--- src/rtl/core/fcz_fifo.sv ---
// Small register queue between the front end and the back end.
module fcz_fifo #(
  parameter int WIDTH = 8,
  parameter int DEPTH = 2
) (
  input  logic             clk,
  input  logic             rst,
  input  logic             wr_valid,
  output logic             wr_ready,
  input  logic [WIDTH-1:0] wr_data,
  output logic             rd_valid,
  input  logic             rd_ready,
  output logic [WIDTH-1:0] rd_data
);

  localparam int AW = (DEPTH > 1) ? $clog2(DEPTH) : 1;
  localparam int CW = $clog2(DEPTH + 1);

  logic [WIDTH-1:0] mem [DEPTH];
  logic [AW-1:0]    wr_ptr;
  logic [AW-1:0]    rd_ptr;
  logic [CW-1:0]    fill;
  logic             push;
  logic             pop;

  assign wr_ready = fill != CW'(DEPTH);
  assign rd_valid = fill != '0;
  assign rd_data  = mem[rd_ptr];
  assign push     = wr_valid && wr_ready;
  assign pop      = rd_valid && rd_ready;

  // Store entries
  always_ff @(posedge clk) begin
    if (push) mem[wr_ptr] <= wr_data;
  end

  // Advance pointers and fill level
  always_ff @(posedge clk) begin
    if (rst) begin
      wr_ptr <= '0;
      rd_ptr <= '0;
      fill   <= '0;
    end else begin
      if (push) wr_ptr <= (wr_ptr == AW'(DEPTH - 1)) ? '0 : wr_ptr + AW'(1);
      if (pop)  rd_ptr <= (rd_ptr == AW'(DEPTH - 1)) ? '0 : rd_ptr + AW'(1);
      if (push && !pop) fill <= fill + CW'(1);
      else if (pop && !push) fill <= fill - CW'(1);
    end
  end

endmodule

--- config.mk ---
export PLATFORM = sky130hd
export DESIGN_NAME = fcz_fifo
export DESIGN_NICKNAME = d
export VERILOG_FILES = /design/src/rtl/core/fcz_fifo.sv
export SDC_FILE = /design/constraint.sdc
export NUM_CORES = 1
export LEC_CHECK = 0
export BUFFER_PORTS_ARGS = -buffer_cell sky130_fd_sc_hd__clkbuf_2
export CELL_PAD_IN_SITES_DETAIL_PLACEMENT = 0
export CELL_PAD_IN_SITES_GLOBAL_PLACEMENT = 1
export CORE_MARGIN = 3
export CORE_UTILIZATION = 27
export CTS_CLUSTER_SIZE = 28
export DETAILED_ROUTE_END_ITERATION = 16
export PLACE_DENSITY = 0.57
export SLEW_MARGIN = 20
export SYNTH_ARGS = -nofsm -noshare
export SYNTH_HDL_FRONTEND = slang
export SYNTH_SLANG_ARGS = --single-unit
--- constraint.sdc ---
create_clock -name clk -period 2.06 [get_ports clk]
set_input_delay 0.412 -clock clk [delete_from_list [all_inputs] [get_ports clk]]
set_output_delay 0.412 -clock clk [all_outputs]
set_load 0.01 [all_outputs]
Word level (Yosys, flattened, before mapping):

Memories as Yosys holds them, arrays and structs flattened. A register that Yosys moved wholly into a read port is not among the register bits.
Cells that the tools add are included.

* flip-flop bits (word level): 4
* RAM bits: 16
* bits of input ports: 12
* output and inout bits: 10
* logic and storage cells: 25
* memories kept: 1

Memories
* mem: words 2, bits a word 8, read ports 1, clocked after memory_dff 1, wr ports 1, RTL line 19 `logic [WIDTH-1:0] mem [DEPTH];`

* $add $sub $neg: 4
* equality and inequality tests: 1
* muxes and demuxes: 8
* reduce and logical (&&, ||, !) cells: 8

Operators by type and width (number)
* $mux W1: 6
* $logic_and A1 B1 Y1: 4
* $mux W2: 2
* $reduce_bool A2 Y1: 2
* $add A1 B1 Y1 const B: 2
* $add A2 B1 Y2 const B: 1
* $logic_not A1 Y1: 2
* $ne A2 B2 Y1 const B: 1
* $sub A2 B1 Y2 const B: 1

Depth between registers and ports, before layout:

* depth in word-level cells: 6
* depth in mapped cells: 6
* mapped depth without buffers: 6

Least setup slack after synthesis:

OpenSTA, ideal clock, no wires.

* path type: register to register
* start: register fill[0]
* end: register fill[1]
* setup time: 0.070 ns
* data arrival time: 1.429 ns
* data required time: 1.990 ns
* setup slack: 0.561 ns
* cell stages (with the launch flop): 6
* path buffers: 0
* clock period less this slack: 1.499 ns
* cells stage by stage: dfxtp_1 > nand2b_4 > and2_1 > ha_1 > or3_1 > a21oi_1

* longest elaborated chain between the ends: 5
* elaborated cells on any way between the ends: 13
* classes of those cells: add/sub (2); eq/ne (1); mux (2); reduce/logical (8)

RTL lines
* from (decl): RTL line 22 `logic [CW-1:0] fill;`
* from (signal assigned): RTL line 46 `if (push && !pop) fill <= fill + CW'(1);`
* from (signal assigned): RTL line 47 `else if (pop && !push) fill <= fill - CW'(1);`
* $ne A2 B2 Y1 (*): RTL line 26 `assign wr_ready = fill != CW'(DEPTH);`
* net wr_ready: RTL line 9 `output logic wr_ready,`
* $logic_and A1 B1 Y1 (*): RTL line 29 `assign push = wr_valid && wr_ready;`
* $logic_not A1 Y1: RTL line 47
* $logic_and A1 B1 Y1: RTL line 47
* $reduce_bool A2 Y1 (no line)

Mark *: on every way through the listed nets, which the timed path passes. The rest lies on a longest branch. The select of a mux whose other input is x is not followed.
A chain may end at the register's enable or synchronous reset.

==> results.md <==
- Status: finished clean
- P per Cell Area: about 1100 nW/um^2
- Endpoints failing setup: 0
- Flops & latches, synth: 21
- Overall routing resource usage: 0.0732
- Pleak: 0.387 nW
- Ant diodes: 0
- Routed via count: 462
- RSZ-0062 raised after global routing: false
- CTS root buffer: clkbuf_4
- Fin cells: around 100
- Drt wl/cell: 11.8 um
- Initial Util: 0.287
- DRC: 0
- Reg clk slew, reported paths: about 110 ps
- Synth top area share: 0.596
- PortBufs: 21
- RePlAce Congestion: 0.613
- Antenna viol nets, final: 0
- Tmin final: between 1500 and 2000 ps
- Register area share after synthesis: 0.720
- Post-synth EDFFs: 16
- Initial antenna violation count: 0
- Worst Clk Skew: just over 5 ps
- Maximum vdd drop: around 0.52 mV
- NumNets Final: 87
- Largest fanout on the critical path: 8
- Die height: 60.6 um
- Synthesized net count: just over 60
- Layout cell share with drive strength beyond 1: 0.479
- Syn Inst Count: 49
- CTS sink cnt: 21
- Layout area overhead: 20.5%
- CTS tree: done
- Syn. warnings: 0
- Die area: 3680 sq um
- Stages on the worst setup path: 2
- Critical setup path kind: reg2out
- Die width: a little over 60 um
- Worst path max stage delay: 570 ps
- Hold buffers post-CTS: 0
- Worst-path cell chain: mux2_2 > clkbuf_2
- Worst-margin pin slew: 391 ps
- Max-Cap Viols: 0
- 1st-iter DRT viols: 3
- Hold WS: 305 ps
- Async S/R FF share, synth: 0
- Post-synth top flop: edfxtp_1
- Num CTS Buffers: 3
- Syn avg cell area: ~16 sq um
- Row count: 19
- Clock Tree Buf Depth: 2
- DP HPWL: 915 um
- Max Freq: 0.560 GHz
- Yosys cell types: 17
- Worst path required time: 1650 ps
- Largest delay share family, worst path: flip-flops
- Crit path buffers/inverters: 1
- Synth Cell Area: approximately 800 sq um
- Final Hold Viols: 0
- Vias in the first global route: 440
- Crit path max-delay cell type: dfxtp_1
- Register-to-Register Path Depth: 5
- WL final: 1220 um
- Critical Path AT: 1370 ps
- Total grt overflow: 0
- Post-Route Setup TNS: 0 ps
- Max Slew Vio Count: 0
- H-tree depth: 1
- Placed Cells: 100
- Resized Gates After CTS: 0
- Cell taking the most area after synthesis: edfxtp_1
- Core area: between 2000 and 3000 sq um
- Worst setup EP type: primary output
- Skew-Pair Late Insertion Delay: 290 ps
- Max_slew headroom: 0.739
- Area contributors post-synth: edfxtp_1 60%, dfxtp_1 12%, mux2_2 11%, xor2_1 3.3%, nand2b_4 1.7%
- Drt first pass iters: 3
- CP Launch Type: register
- WHS Path Cells: 1
- Boundary Pins: 22
- Largest net degree at the start of global routing: 12
- First-pass GRT wire length: roughly 1900 um
- Final worst-path cycle share: 0.867
- Min-Delay Path Class: in2reg
- Setup Buffers After CTS: 0
- Via/cell ratio: 4.44
## layout make-up
cell class / count / area [sq um]
multi-input combinational: 26 / 216
fill: 283 / 1830
timing repair buffer: 21 / 105
sequential: 21 / 581
tap: 31 / 38.8
inverter: 1 / 3.75
clock buffer: 4 / 26.3
## cell usage in the layout (no fill, tap or decap), drive strengths merged
cell type	Yosys	layout
nand2b	1	1
dfxtp	5	5
clkbuf	0	25
nor2	3	3
or2	1	1
and2	1	1
xor2	3	3
nand3b	1	1
inv	1	1
a21bo	1	1
o21ai	2	2
edfxtp	16	16
a21oi	2	2
mux2	8	8
ha	1	1
or3	1	1
and3	1	1
## cell usage after synthesis, drive strengths merged (2+ instances only)
library cell	instances
nor2	3
o21ai	2
mux2	8
edfxtp	16
xor2	3
a21oi	2
dfxtp	5
## worst paths after layout
path | end | slack [ps] | start
worst min register to register | register | 520 | rd_ptr
worst max-delay path | rd_data[3] | 280 | register
worst min-delay path | mem[0][5] | 300 | wr_data[5]
worst max register to register | fill[1] | 490 | fill[0]
## per-layer routing
| layer | GRT usage | vias up | share of wire |
|---|---|---|---|
| li1 | - | 229 | - |
| met1 | 0.0853 | 216 | 0.46 |
| met2 | 0.116 | 15 | 0.46 |
| met3 | 0.0298 | 2 | 0.068 |
| met4 | 0.0372 | 0 | 0.0057 |
| met5 | 0 | - | 0 |
## state kept, by name, summed over array words and instances, names as in the netlist, named ones only
signal	cells
rd_ptr	1
wr_ptr	1
fill	2
mem	16
## kinds of logic after synthesis
group	count (synthesis)	share of synthesized area
mux	8	0.112
compound gates	5	0.0373
xor+xnor	3	0.0326
flops	21	0.721
simple gates	9	0.0714
fa+ha+maj	1	0.0155
buf+inv	2	0.0109
## metrics by stage
step                area [sq um]  setup slack [ps]   util  power (mW)
floorplan                    806               561      -       0.832
global placement             945               533  0.337       0.943
detailed placement           945               489  0.337       0.945
CTS                          971               226  0.346        1.14
global route                 971               194  0.346        1.19
finish                       971               275  0.346        1.11
## power by group
part	leakage [nW]	switching, mW	internal [mW]
sequential	0.191	0.0575	0.537
combinational	0.181	0.156	0.176
clock	0.0150	0.113	0.0752
Power figures use the tool's default switching activity.
