[src/rtl/core/fcz_pkg.sv]
// Shared types and constants for the zero-edge FIR correlator.
package fcz_pkg;

  localparam int SAMPLE_W  = 16;
  localparam int PROD_W    = 32;
  localparam int VALUE_W   = 34;
  localparam int RES_W     = 3;
  localparam int CFG_IDX_W = 3;

  // One input transaction
  typedef struct packed {
    logic signed [SAMPLE_W-1:0] sample;
    logic                       final_sample;
  } item_t;

  // One output transaction
  typedef struct packed {
    logic signed [VALUE_W-1:0] value;
    logic                      run_last;
    logic                      block_last;
  } result_t;

  // Work descriptor passed from the front end to the back end
  typedef struct packed {
    logic             has_sum;
    logic [RES_W-1:0] count;
    logic             fin;
  } desc_t;

endpackage

[src/rtl/core/fcz_back.sv]
// Back end: sums tap products and expands each descriptor into its results.
module fcz_back #(
  parameter int TAPS = 7
) (
  input  logic                                 clk,
  input  logic                                 rst,
  input  logic                                 pop_valid,
  output logic                                 pop_ready,
  input  fcz_pkg::desc_t                       pop_desc,
  input  logic [TAPS-1:0][fcz_pkg::PROD_W-1:0] pop_prod,
  output logic                                 result_valid,
  input  logic                                 result_ready,
  output fcz_pkg::result_t                     result
);
  import fcz_pkg::*;

  logic signed [VALUE_W-1:0] value;
  logic [RES_W-1:0]          remaining;
  logic                      fin;
  logic                      busy;
  logic                      take;
  logic                      last;
  logic signed [VALUE_W-1:0] acc;

  assign last = remaining == RES_W'(1);
  assign take = result_valid && result_ready;

  // Load a new descriptor when idle or when the current one ends this cycle
  assign pop_ready = !busy || (take && last);

  // Sum the products at full precision
  always_comb begin
    acc = '0;
    for (int j = 0; j < TAPS; j++) begin
      acc = acc + VALUE_W'($signed(pop_prod[j]));
    end
  end

  // Hold the current result; later results of one descriptor are zeros
  always_ff @(posedge clk) begin
    if (pop_valid && pop_ready) begin
      value <= pop_desc.has_sum ? acc : '0;
      fin   <= pop_desc.fin;
    end else if (take) begin
      value <= '0;
    end
  end

  always_ff @(posedge clk) begin
    if (rst) begin
      busy      <= 1'b0;
      remaining <= '0;
    end else if (pop_valid && pop_ready) begin
      busy      <= 1'b1;
      remaining <= pop_desc.count;
    end else if (take) begin
      busy      <= !last;
      remaining <= remaining - RES_W'(1);
    end
  end

  assign result_valid      = busy;
  assign result.value      = value;
  assign result.run_last   = last;
  assign result.block_last = last && fin;

  // A busy back end always has results left to give
  assert property (@(posedge clk) disable iff (rst) busy |-> (remaining != '0))
    else $error("back end busy with no results left");

  // Results after the first one of a descriptor are zeros
  assert property (@(posedge clk) disable iff (rst)
    (take && !last) |=> (result_valid && (result.value == '0)))
    else $error("trailing result is not zero");

endmodule

[config.mk]
export PLATFORM = sky130hd
export DESIGN_NAME = fcz_back
export DESIGN_NICKNAME = d
export VERILOG_FILES = /design/src/rtl/core/fcz_pkg.sv /design/src/rtl/core/fcz_back.sv
export SDC_FILE = /design/constraint.sdc
export NUM_CORES = 1
export LEC_CHECK = 0
export BUFFER_PORTS_ARGS = -buffer_cell sky130_fd_sc_hd__buf_2
export CAP_MARGIN = 30
export CORE_ASPECT_RATIO = 1.1
export CORE_MARGIN = 4
export CORE_UTILIZATION = 50
export DETAILED_ROUTE_END_ITERATION = 10
export PLACE_DENSITY = 0.8
export RECOVER_POWER = 50
export SLEW_MARGIN = 25
export SYNTH_ARGS = -nofsm -noshare
export SYNTH_HDL_FRONTEND = slang
export SYNTH_SLANG_ARGS = --single-unit
[constraint.sdc]
create_clock -name clk -period 8 [get_ports clk]
set_clock_uncertainty 0.2 [all_clocks]
set_input_delay 0.8 -clock clk [delete_from_list [all_inputs] [get_ports clk]]
set_output_delay 0.8 -clock clk [all_outputs]
set_load 0.01 [all_outputs]
After elaboration in Yosys (flattened, before gate mapping)
Cells that the tools add are included.
{"block": "classes", "n_shift": 0, "n_eq_ne": 1, "n_addsub": 7, "bitwise": 0, "n_div": 0, "reduce_logical": 8, "magnitude_cmp": 0, "muxes": 7, "mul": 0}
{"op": "$add 34x32->34", "count": 4}
{"op": "$mux 34", "count": 3}
{"op": "$add 33x32->34", "count": 1}
{"op": "$add 32x32->33", "count": 1}
{"op": "$mux 3", "count": 2}
{"op": "$logic_and 1x1->1", "count": 4}
{"op": "$eq 3x1->1 const B", "count": 1}
{"op": "$sub 3x1->3 const B", "count": 1}
{"op": "$logic_not 1->1", "count": 2}
{"op": "$mux 1", "count": 2}
{"op": "$reduce_bool 2->1", "count": 1}
{"op": "$logic_or 1x1->1", "count": 1}
{"block": "totals", "rom_bits": 0, "ff_bits": 39, "latch_bits": 0, "memories": 0, "ram_bits": 0}

Depth between registers and ports, before layout
Gate-level depths: netlist of run 1.
{"block": "logic_depth", "depth_word": 8, "ltp_mapped": 18, "depth_no_buf": 18}

Worst setup path after synthesis of run 1
No wires, ideal clock.
{"block": "synth_timing", "path_kind": "input port to flip-flop", "startpoint": "input port pop_prod[113] (netlist name)", "endpoint": "register value[30], data pin", "stages": 16, "n_path_buf": 0, "setup_ps": 266, "setup_slack_ps": 3037, "arrival_time_ps": 4497, "cell_sequence": "inv_1 fa_1 inv_1 fa_1 inv_1 fa_1 fa_1 inv_1 ha_1 a21oi_1 o21ai_1 a221o_1 a211o_1 o22ai_2 xor2_1 nor2_1"}
{"block": "synth_between", "elab_chain_len": 6}
{"element": "from (decl)", "line_no": "fcz_back.sv:10", "rtl": "input logic [TAPS-1:0][fcz_pkg::PROD_W-1:0] pop_prod,"}
{"element": "$add 34x32->34 (4 in a row)", "line_no": "fcz_back.sv:35", "rtl": "acc = acc + VALUE_W'($signed(pop_prod[j]));"}
{"element": "$mux 34", "line_no": "fcz_back.sv:42", "rtl": "value <= pop_desc.has_sum ? acc : '0;"}
{"element": "$mux 34", "line_no": "fcz_back.sv:41", "rtl": "if (pop_valid && pop_ready) begin"}
{"element": "to (signal assigned)", "line_no": "fcz_back.sv:42"}
{"element": "to (decl)", "line_no": "fcz_back.sv:17", "rtl": "logic signed [VALUE_W-1:0] value;"}
Every way passes these cells.
A chain may end at the register's enable or synchronous reset.

Final worst setup path of run 1
{"block": "layout_timing", "startpoint": "input port pop_prod[8] (netlist name)", "endpoint": "register value[33], data pin"}
{"block": "layout_between", "elab_chain_len": 8}
{"element": "$add 32x32->33", "line_no": "fcz_back.sv:35"}
{"element": "$add 33x32->34", "line_no": "fcz_back.sv:35"}
{"element": "$add 34x32->34 (4 in a row)", "line_no": "fcz_back.sv:35"}
{"element": "$mux 34", "line_no": "fcz_back.sv:42"}
{"element": "$mux 34", "line_no": "fcz_back.sv:41"}
Every way passes these cells.

==> impl_metrics.yaml, run 1 <==
yosys:
  synth_edf_count: 35
  yosysSeqAreaShare_pct: 14.6
  yosysWarnings: 0
  synthMuxAreaShare_pct: 0.387
  netlist.area_leader.share_pct: 41.3
  synth_ff_type: "edfxtp_1"
  synth.ff_latch_count: 39
  synth-xor-area-share_pct: 3.39
  async_flop_share_pct: 0
  synth_top_family_by_area: "adder cells"
  yosysTopAreaCell: "fa_1"
  yosys.area_share.adder_pct: 47.3
  postSynthAreaPerCell_um2: 9.00
  yosys.area_share.simple_pct: 9.16
  synth_compound_area_share_pct: 8.08
  synth_nets: 1292
  synth_cell_type_count: 58
  synth_cells: 862
  synth_area_leaders: "fa_1 41%, inv_1 16%, edfxtp_1 14%"
  syn_area_um2: 7750
setup_path:
  critPathKind: "in2reg"
  slowest_stage: "fa_1"
  critPathLaunch: "pop_prod[8]"
  r2r_slack_ns: 5.33
  end_kind: "flop"
  critPathRequiredTime_ns: 7.84
  endpoint: "value[33]$_SDFFCE_PN0P_"
  arrival_ns: 5.04
  start_kind: "primary input"
  worstPathCellList: "buf_2 -> inv_1 -> fa_1 -> inv_1 -> fa_1 -> fa_1 -> inv_1 -> fa_1 -> inv_1 -> ha_1 -> a21oi_1 -> nand2_1 -> o2111ai_1 -> nand3_1 -> a21boi_0 -> o21ai_0 -> a21bo_2"
  path_max_fanout: 5
  reg2reg_to: "value[31]$_SDFFCE_PN0P_"
  reg2reg_from: "remaining[0]$_SDFFE_PP0P_"
  rr_worst_depth: 8
  cp_slowest_stage_delay_ns: 0.53
timing:
  post-route-period-util_pct: 65.1
  setup_tns_ns: 0
  drv_slew: 0
  setup_violations: 0
  max_slew.worst_pin.slew_ns: 1.31
  slew-limit-headroom_pct: 12.7
  fmax_ghz: 0.192
  finalCriticalPeriod_ns: 5.21
  rsz0062_at_grt: "no"
  final_hold_viol_count: 0
grt:
  grt_overflow_total: 0
  grt_usage_pct: 20.0
  grt_pass1_vias: 6721
  grt_first_pass_wirelength_mm: 29.3
  grt_max_degree: 33
  antenna_found_initial: 0
drt:
  wl_per_cell_um: 12.9
  drt_iter0_drc: 242
  vias: 6209
  remaining_drc_errors: 0
  via_per_inst: 4.68
  first_pass_iters: 4
  ant_nets: 0
  wl_mm: 17.2
clock_tree:
  cts_tree: "done"
  cts_max_level: 2
  clkSinkCount: 39
  clk_latency_ns: 0.28
  cts_setup_buffers: 0
  hold_buffers: 0
  clock-root-buffer: "clkbuf_16"
  clkTransAtPathRegs_ns: 0.06
  cts_buffers: 5
  cts-resized-gates: 0
  clk_path_buf_depth: 2
power:
  leakagePower_nw: 5.26
  pwr-share-comb_pct: 83.9
  vdd_drop_max_v: 0.000202
  p_clk_share_pct: 6.9
  p_per_area_nw_per_um2: 391
  netSwitchingFraction_pct: 52.4
  intPower_w: 0.00176
  p_switching_w: 0.00193
  pwr-share-seq_pct: 9.2
run_status:
  outcome: "finished clean"
place:
  hpwl_mm: 15.8
  gp_congestion: 0.868
  io_buffers: 270
finish:
  nets: 1559
  fin_util_pct: 62.4
  n_fill_cell: 1328
  layout-drive-gt1-share_pct: 22.4
  diodes: 0
  mostFrequentLayoutCells: "338 x inv_1, 232 x buf_2, 160 x fa_1, 50 x nor2_1, 40 x clkbuf_1"
  final_common_cell: "inv_1"
  areaGrowthSynthToFinish_pct: 21.7
die:
  rows: 47
  core_area_um2: 15100
  ios: 271
  die_y_um: 139
  dieWidth_um: 127
  start_util_pct: 51.3
  dieArea_um2: 17600
worst_hold_path:
  hp-class: "reg2reg"
flow_run:
  cap_violations: 0
==> power groups by stage <==
stage	sequential (W)	combinational (W)	clock, W
finish	0.000341	0.00310	0.000255
global route	0.000348	0.00355	0.000265
CTS	0.000339	0.00313	0.000258
detailed placement	0.000343	0.00311	0
global placement	0.000342	0.00307	0
floorplan	0.000376	0.00235	0
==> worst min path at each step <==
stage | start | to | slack [ns] | cells after the start
detailed placement | remaining[0]$_SDFFE_PP0P_ | remaining[0]$_SDFFE_PP0P_ | 0.29 | 2
CTS | remaining[0]$_SDFFE_PP0P_ | remaining[0]$_SDFFE_PP0P_ | 0.30 | 2
global route | remaining[0]$_SDFFE_PP0P_ | remaining[0]$_SDFFE_PP0P_ | 0.34 | 2
floorplan | remaining[0]$_SDFFE_PP0P_ | remaining[0]$_SDFFE_PP0P_ | 0.26 | 2
global placement | remaining[0]$_SDFFE_PP0P_ | remaining[0]$_SDFFE_PP0P_ | 0.27 | 2
finish | remaining[0]$_SDFFE_PP0P_ | remaining[0]$_SDFFE_PP0P_ | 0.30 | 2
==> cells by family after synthesis <==
kind of cell | count (synthesis)
buf+inv | 349
simple gates | 145
xor+xnor | 30
mux | 3
fa+ha+maj | 197
flops | 39
compound gates | 99
==> critical path: cells and delay by family <==
kind,cells,cell delay [ns]
simple gates,2,0.30
fa+ha+maj,5,2.28
buf+inv,5,0.26
compound gates,5,1.39
==> sequential cells by signal, summed over array words and instances (netlist names) <==
signal / flops
result_valid: 1
remaining: 3
value: 34
fin: 1
==> through the flow <==
stage / setup WS (ns) / power (W) / hold WS (ns) / cells / instance area, µm²
floorplan: 3.04 / 0.00273 / 0.256 / 862 / 7750
global placement: 2.56 / 0.00341 / 0.275 / 1318 / 9300
detailed placement: 2.53 / 0.00346 / 0.290 / 1318 / 9300
CTS: 2.82 / 0.00373 / 0.299 / 1326 / 9490
global route: 2.50 / 0.00416 / 0.336 / 1326 / 9440
finish: 2.79 / 0.00369 / 0.303 / 1326 / 9440
==> synth_stat cells, types with 5 or more instances <==
cell,n
inv_1,338
fa_1,160
nor2_1,50
a21oi_1,38
ha_1,37
edfxtp_1,35
nand2_1,29
o21ai_0,17
xnor2_1,16
nor3_1,14
xor2_1,14
nand3_1,11
nand4_1,7
o21a_1,6
and2_1,5
nor2b_1,5
==> layout make-up <==
cell class | count | area [µm²] | share of cell area (%)
flip-flops and latches | 39 | 1130 | 12.0
multi-input cells | 474 | 5290 | 56.1
well taps | 196 | 245 | 2.60
inverters | 338 | 1270 | 13.4
clock inverters | 2 | 60.1 | 0.637
repair buffers | 271 | 1310 | 13.9
clock buffers | 6 | 129 | 1.37
==> metal layers <==
metal,wire length (µm),GRT usage (%),vias to the layer above
met4,329,4.74,0
met1,6500,24.4,2916
met5,0,0,-
met2,9150,37.4,220
met3,1170,2.47,27
li1,-,-,3046
Note: power is estimated with default switching activity, not from simulation.
==> inputs of run 2 (changes only) <==
--- a/config.mk
+++ b/config.mk
@@ -5,11 +5,12 @@
 export SDC_FILE = /design/constraint.sdc
 export NUM_CORES = 1
 export LEC_CHECK = 0
+export ABC_AREA = 1
 export BUFFER_PORTS_ARGS = -buffer_cell sky130_fd_sc_hd__buf_2
 export CAP_MARGIN = 30
 export CORE_ASPECT_RATIO = 1.1
 export CORE_MARGIN = 4
-export CORE_UTILIZATION = 50
+export CORE_UTILIZATION = 49
 export DETAILED_ROUTE_END_ITERATION = 10
 export PLACE_DENSITY = 0.8
 export RECOVER_POWER = 50
==> constraint.sdc (replaced) <==
create_clock -name clk -period 4.43 [get_ports clk]
set_clock_uncertainty 0.2 [all_clocks]
set_input_delay 0.443 -clock clk [delete_from_list [all_inputs] [get_ports clk]]
set_output_delay 0.443 -clock clk [all_outputs]
set_load 0.01 [all_outputs]
==> run 2 against run 1 <==
Compared with the run above:
- the run now ends with capacitance limit, slew limit left
- die area is 13% higher
- clock-buffer cell count increased by 2
- setup slack lost 2.6 ns
- non-clock buffer count rose by 38
- largest cell class unchanged
- largest power group unchanged
- highest routed layer unchanged
==> impl_metrics.yaml, run 2 <==
finish:
  reg_top3: "value x34, remaining x3"
  n_fill_cell: 1608
  largest_reg_flops: 34
  nets: 1892
  mostFrequentLayoutCells: "453 x inv_1, 235 x buf_2, 222 x nand2_1, 160 x fa_1, 54 x nor2_1"
  layoutNonFillerInstCount: 1697
  final_common_cell: "inv_1"
  top_register: "value"
  layout-drive-gt1-share_pct: 23.2
  diodes: 0
  areaGrowthSynthToFinish_pct: 23.7
power:
  leakagePower_nw: 6.48
  netSwitchingFraction_pct: 56.2
  pwr-share-comb_pct: 88.2
  vdd_drop_max_v: 0.000381
  pwr-share-seq_pct: 7.0
  intPower_w: 0.00356
  p_clk_share_pct: 4.8
  p_switching_w: 0.00457
  p_per_area_nw_per_um2: 762
drt:
  drt_iter0_drc: 323
  ant_nets: 0
  via_per_inst: 4.43
  remaining_drc_errors: 0
  wl_mm: 20.0
  vias: 7517
  first_pass_iters: 4
  wl_per_cell_um: 11.8
setup_path:
  critPathKind: "in2reg"
  arrival_ns: 4.09
  critPathRequiredTime_ns: 4.27
  end_kind: "flop"
  start_kind: "primary input"
  cp_slowest_stage_delay_ns: 0.54
  path_max_fanout: 5
  slowest_stage: "fa_1"
  worstPathCellList: "buf_2 -> inv_1 -> fa_1 -> inv_1 -> fa_1 -> inv_1 -> fa_1 -> fa_1 -> inv_1 -> ha_1 -> nand2_1 -> inv_2 -> nand2_1 -> nor3_4 -> and2_1 -> nand2_1 -> a21oi_1 -> nor2_1"
yosys:
  yosysSeqAreaShare_pct: 13.1
  synth_most_common_cell: "inv_1"
  synth_top_family_by_area: "adder cells"
  synth_cells: 1149
  synthMuxAreaShare_pct: 0
  async_flop_share_pct: 0
  syn_area_um2: 8630
  synth.ff_latch_count: 39
  yosys.area_share.adder_pct: 42.5
  synth_compound_area_share_pct: 4.71
  synth_nets: 1579
  synth-xor-area-share_pct: 0.508
  yosysTopAreaCell: "fa_1"
  yosys.area_share.simple_pct: 18.5
  synth_area_leaders: "fa_1 37%, inv_1 20%, edfxtp_1 12%"
  netlist.area_leader.share_pct: 37.1
  synth_edf_count: 35
  synth_cell_type_count: 34
  yosysWarnings: 0
  synth_ff_type: "edfxtp_1"
  synthTopCellsByCount: "453 x inv_1, 222 x nand2_1, 160 x fa_1"
  postSynthAreaPerCell_um2: 7.51
timing:
  slew-limit-headroom_pct: -84.1
  drv_slew: 21
  fmax_ghz: 0.235
  rsz0062_at_grt: "no"
  max_slew.worst_pin.slew_ns: 2.73
  setup_violations: 0
  final_hold_viol_count: 0
  post-route-period-util_pct: 96.1
  finalCriticalPeriod_ns: 4.26
  hold_slack_ns: 0.121
flow_run:
  cap_violations: 1
grt:
  grt_usage_pct: 20.7
  antenna_found_initial: 0
  grt_max_degree: 29
  grt_first_pass_wirelength_mm: 33.8
  grt_pass1_vias: 7927
  grt_overflow_total: 0
clock_tree:
  cts_setup_buffers: 0
  clock-root-buffer: "clkbuf_16"
  cts-resized-gates: 0
  hold_buffers: 0
  clk_path_buf_depth: 2
  cts_buffers: 5
  clkTransAtPathRegs_ns: 0.06
  cts_tree: "done"
  cts_max_level: 2
  clk_latency_ns: 0.28
  clkSinkCount: 39
die:
  core_area_um2: 17100
  ios: 271
  rows: 50
  start_util_pct: 50.3
  die_y_um: 147
  dieWidth_um: 135
  dieArea_um2: 19800
worst_hold_path:
  hp-class: "in2reg"
place:
  gp_congestion: 0.881
  io_buffers: 270
  hpwl_mm: 18.3
  dp_cells: 1689
run_status:
  outcome: "finished with violations"
  violations: "capacitance limit, slew limit"
## run 2: area by class of cell
class	instances	area [µm²]	area share, %
multi-input cells	638	5730	53.7
well taps	234	293	2.74
inverters	469	1760	16.5
flip-flops and latches	39	1130	10.6
repair buffers	309	1600	15.0
clock buffers	8	156	1.47
## run 2: power by group through the flow
stage	logic, W	clock network (W)	registers [W]
final	0.00717	0.000392	0.000567
after global routing	0.00827	0.000417	0.000574
after CTS	0.00716	0.000400	0.000564
after detailed placement	0.00711	0	0.000570
after global placement	0.00699	0	0.000569
after floorplan	0.00480	0	0.000621
## run 2: cells by family after synthesis
| logic type | count (synthesis) |
|---|---|
| buf+inv | 472 |
| simple gates | 362 |
| fa+ha+maj | 197 |
| compound gates | 74 |
| flops | 39 |
| xor+xnor | 5 |
## run 2: path summary, 6_finish.rpt
| path | endpoint | slack (ns) | startpoint | depth (start not counted) |
|---|---|---|---|---|
| max | value[33]$_SDFFCE_PN0P_ | 0.17 | pop_prod[120] | 18 |
| min | result_valid$_SDFFE_PP0P_ | 0.12 | rst | 2 |
| max reg2reg | remaining[1]$_SDFFE_PP0P_ | 0.78 | result_valid$_SDFFE_PP0P_ | 6 |
| min reg2reg | remaining[2]$_SDFFE_PP0P_ | 0.37 | remaining[2]$_SDFFE_PP0P_ | 4 |
## run 2: per-layer routing
metal / vias up / GRT usage, % / wire (µm)
met2: 201 / 41.0 / 10900
li1: 3817 / - / -
met3: 28 / 2.95 / 1180
met1: 3471 / 22.8 / 7630
met5: - / 0 / 0
met4: 0 / 5.19 / 373
## run 2: metrics by stage
stage	util, %	worst slack, ns	setup TNS (ns)	power [W]	instance area [µm²]
floorplan	-	0.320	0	0.00542	8630
global placement	61.6	-0.0970	-0.322	0.00756	10600
detailed placement	61.6	-0.157	-0.709	0.00768	10600
CTS	62.5	0.125	0	0.00812	10700
global route	62.2	0.00351	0	0.00926	10700
finish	62.2	0.172	0	0.00813	10700
## run 2: worst max-delay path: cells and delay by family
| family | cells | cell delay [ns] |
|---|---|---|
| AO/OA/AOI/OAI | 1 | 0.14 |
| adder cells (fa/ha/maj) | 5 | 2.37 |
| buffers and inverters | 6 | 0.32 |
| AND/OR/NAND/NOR | 6 | 0.80 |
==> inputs of run 3 (changes only) <==
==> constraint.sdc (replaced) <==
create_clock -name clk -period 4.43 [get_ports clk]
set_clock_uncertainty 0.2 [all_clocks]
set_input_delay 0.886 -clock clk [delete_from_list [all_inputs] [get_ports clk]]
set_output_delay 0.886 -clock clk [all_outputs]
set_load 0.01 [all_outputs]
==> run 3 against run 2 <==
Compared with the run above:
- the flow finishes with violations (capacitance limit, slew limit, setup timing)
- first-iteration DRC count is 22% lower
- die area stayed put
- non-clock buffer count up 32
- routed wire length grew 7.7%
- sequential share of layout area shrank 1.0 points
- via count grew 5.1%
- critical path depth is the same
- flip-flop and latch count unchanged
- clock-buffer cell count shrank 2
- final cell count increased by 1.9%
- design area rose by 11%
- highest routed layer unchanged
==> impl_metrics.yaml, run 3 (synthesis results as in run 2) <==
timing:
  finalCriticalPeriod_ns: 4.61
  final_hold_viol_count: 0
  finalWorstSetupSlack_ns: -0.177
  slew-limit-headroom_pct: -101
  setup_tns_ns: -1.52
  fmax_ghz: 0.217
  rsz0062_at_grt: "yes"
  max_slew.worst_pin.slew_ns: 2.99
  drv_slew: 24
  setup_violations: 20
  post-route-period-util_pct: 104
drt:
  wl_mm: 21.6
  remaining_drc_errors: 0
  drt_iter0_drc: 253
  via_per_inst: 4.57
  vias: 7900
  first_pass_iters: 5
  wl_per_cell_um: 12.5
  ant_nets: 0
die:
  dieWidth_um: 135
  start_util_pct: 50.3
  die_y_um: 147
  ios: 271
  rows: 50
  core_area_um2: 17100
  dieArea_um2: 19800
clock_tree:
  cts_tree: "done"
  cts_max_level: 2
  clock-root-buffer: "clkbuf_16"
  hold_buffers: 0
  clk_latency_ns: 0.29
  clk_path_buf_depth: 2
  clkSinkCount: 39
  cts_buffers: 5
  clkTransAtPathRegs_ns: 0.06
finish:
  seqCellArea_um2: 1130
  areaGrowthSynthToFinish_pct: 37.3
  layout-drive-gt1-share_pct: 35.6
  fin_util_pct: 69.1
  top_register: "value"
  mostFrequentLayoutCells: "423 x inv_1, 232 x buf_2, 176 x nand2_1, 157 x fa_1, 60 x buf_4"
  final_common_cell: "inv_1"
  n_fill_cell: 1389
  reg_top3: "value x34, remaining x3"
  largest_reg_flops: 34
  multi_input_area_um2: 6610
  nets: 1924
  diodes: 0
setup_path:
  reg2reg_from: "result_valid$_SDFFE_PP0P_"
  end_kind: "flop"
  reg2reg_to: "value[13]$_SDFFCE_PN0P_"
  critPathKind: "in2reg"
  rr_worst_depth: 2
  start_kind: "primary input"
  endpoint: "value[32]$_SDFFCE_PN0P_"
  critPathLaunch: "pop_prod[72]"
  arrival_ns: 4.45
  path_max_fanout: 5
  r2r_slack_ns: 0.73
  critPathRequiredTime_ns: 4.27
worst_hold_path:
  hp-class: "reg2reg"
  min_path_cells: 4
grt:
  grt_first_pass_wirelength_mm: 34.0
  met2_usage_pct: 42.0
  grt_usage_pct: 20.8
  grt_overflow_total: 0
  grt_pass1_vias: 8077
  top_usage_layer: "met2"
  antenna_found_initial: 0
  grt_use_met1_pct: 22.5
  grt_max_degree: 29
  met3_usage_pct: 2.29
place:
  place_ws_ns: -0.469
  io_buffers: 270
  gp_congestion: 0.940
  hpwl_mm: 18.6
flow_run:
  cap_violations: 1
run_status:
  violations: "capacitance limit, slew limit, setup timing"
  outcome: "finished with violations"
[run 3: worst min path at each step]
stage / start / slack [ns] / end
after CTS: remaining[2]$_SDFFE_PP0P_ / 0.36 / remaining[2]$_SDFFE_PP0P_
after global placement: remaining[0]$_SDFFE_PP0P_ / 0.35 / remaining[0]$_SDFFE_PP0P_
after floorplan: remaining[0]$_SDFFE_PP0P_ / 0.33 / remaining[0]$_SDFFE_PP0P_
after detailed placement: remaining[2]$_SDFFE_PP0P_ / 0.35 / remaining[2]$_SDFFE_PP0P_
after global routing: remaining[2]$_SDFFE_PP0P_ / 0.41 / remaining[2]$_SDFFE_PP0P_
final: remaining[2]$_SDFFE_PP0P_ / 0.36 / remaining[2]$_SDFFE_PP0P_
[run 3: metal layers]
layer / vias to the layer above / share of wire, %
met2: 271 / 54
li1: 3893 / -
met5: - / 0
met4: 0 / 4.3
met3: 67 / 5.0
met1: 3669 / 36
[run 3: worst max-delay path, stage by stage]
cell	delay (ns)
buf_6	0.07
inv_2	0.03
fa_1	0.55
inv_2	0.05
fa_1	0.51
fa_1	0.55
inv_2	0.04
fa_1	0.51
inv_2	0.05
ha_4	0.31
nand2_4	0.09
buf_6	0.14
nor3_4	0.20
nand2_1	0.09
nand2_2	0.08
nand2_1	0.09
a21oi_2	0.15
nor2_2	0.07
[run 3: final cells by class]
type                       instances  area share, %
multi-input combinational        638           55.9
timing repair buffer             341           16.1
inverter                         469           14.9
sequential                        39           9.55
tap                              234           2.47
clock buffer                       6           1.09
clock inverter                     2          0.106
[run 3: what timing repair did]
action                                  CTS  global route
buffers inserted                          2            13
cloned                                    0             0
pin swaps                                16            61
resized for setup                        42           153
endpoints found under the setup margin   18            29
[run 3: metrics by stage]
step,instance area [µm²],hold slack (ns),std cells
after floorplan,8910,0.329,1149
after global placement,11000,0.347,1706
after detailed placement,11000,0.352,1706
after CTS,11300,0.362,1716
after global routing,11800,0.414,1729
final,11800,0.365,1729
Power of run 3 is left out: the tool's default activity adds up to more than one toggle a clock period on the data nets, which glitch-free logic cannot reach.
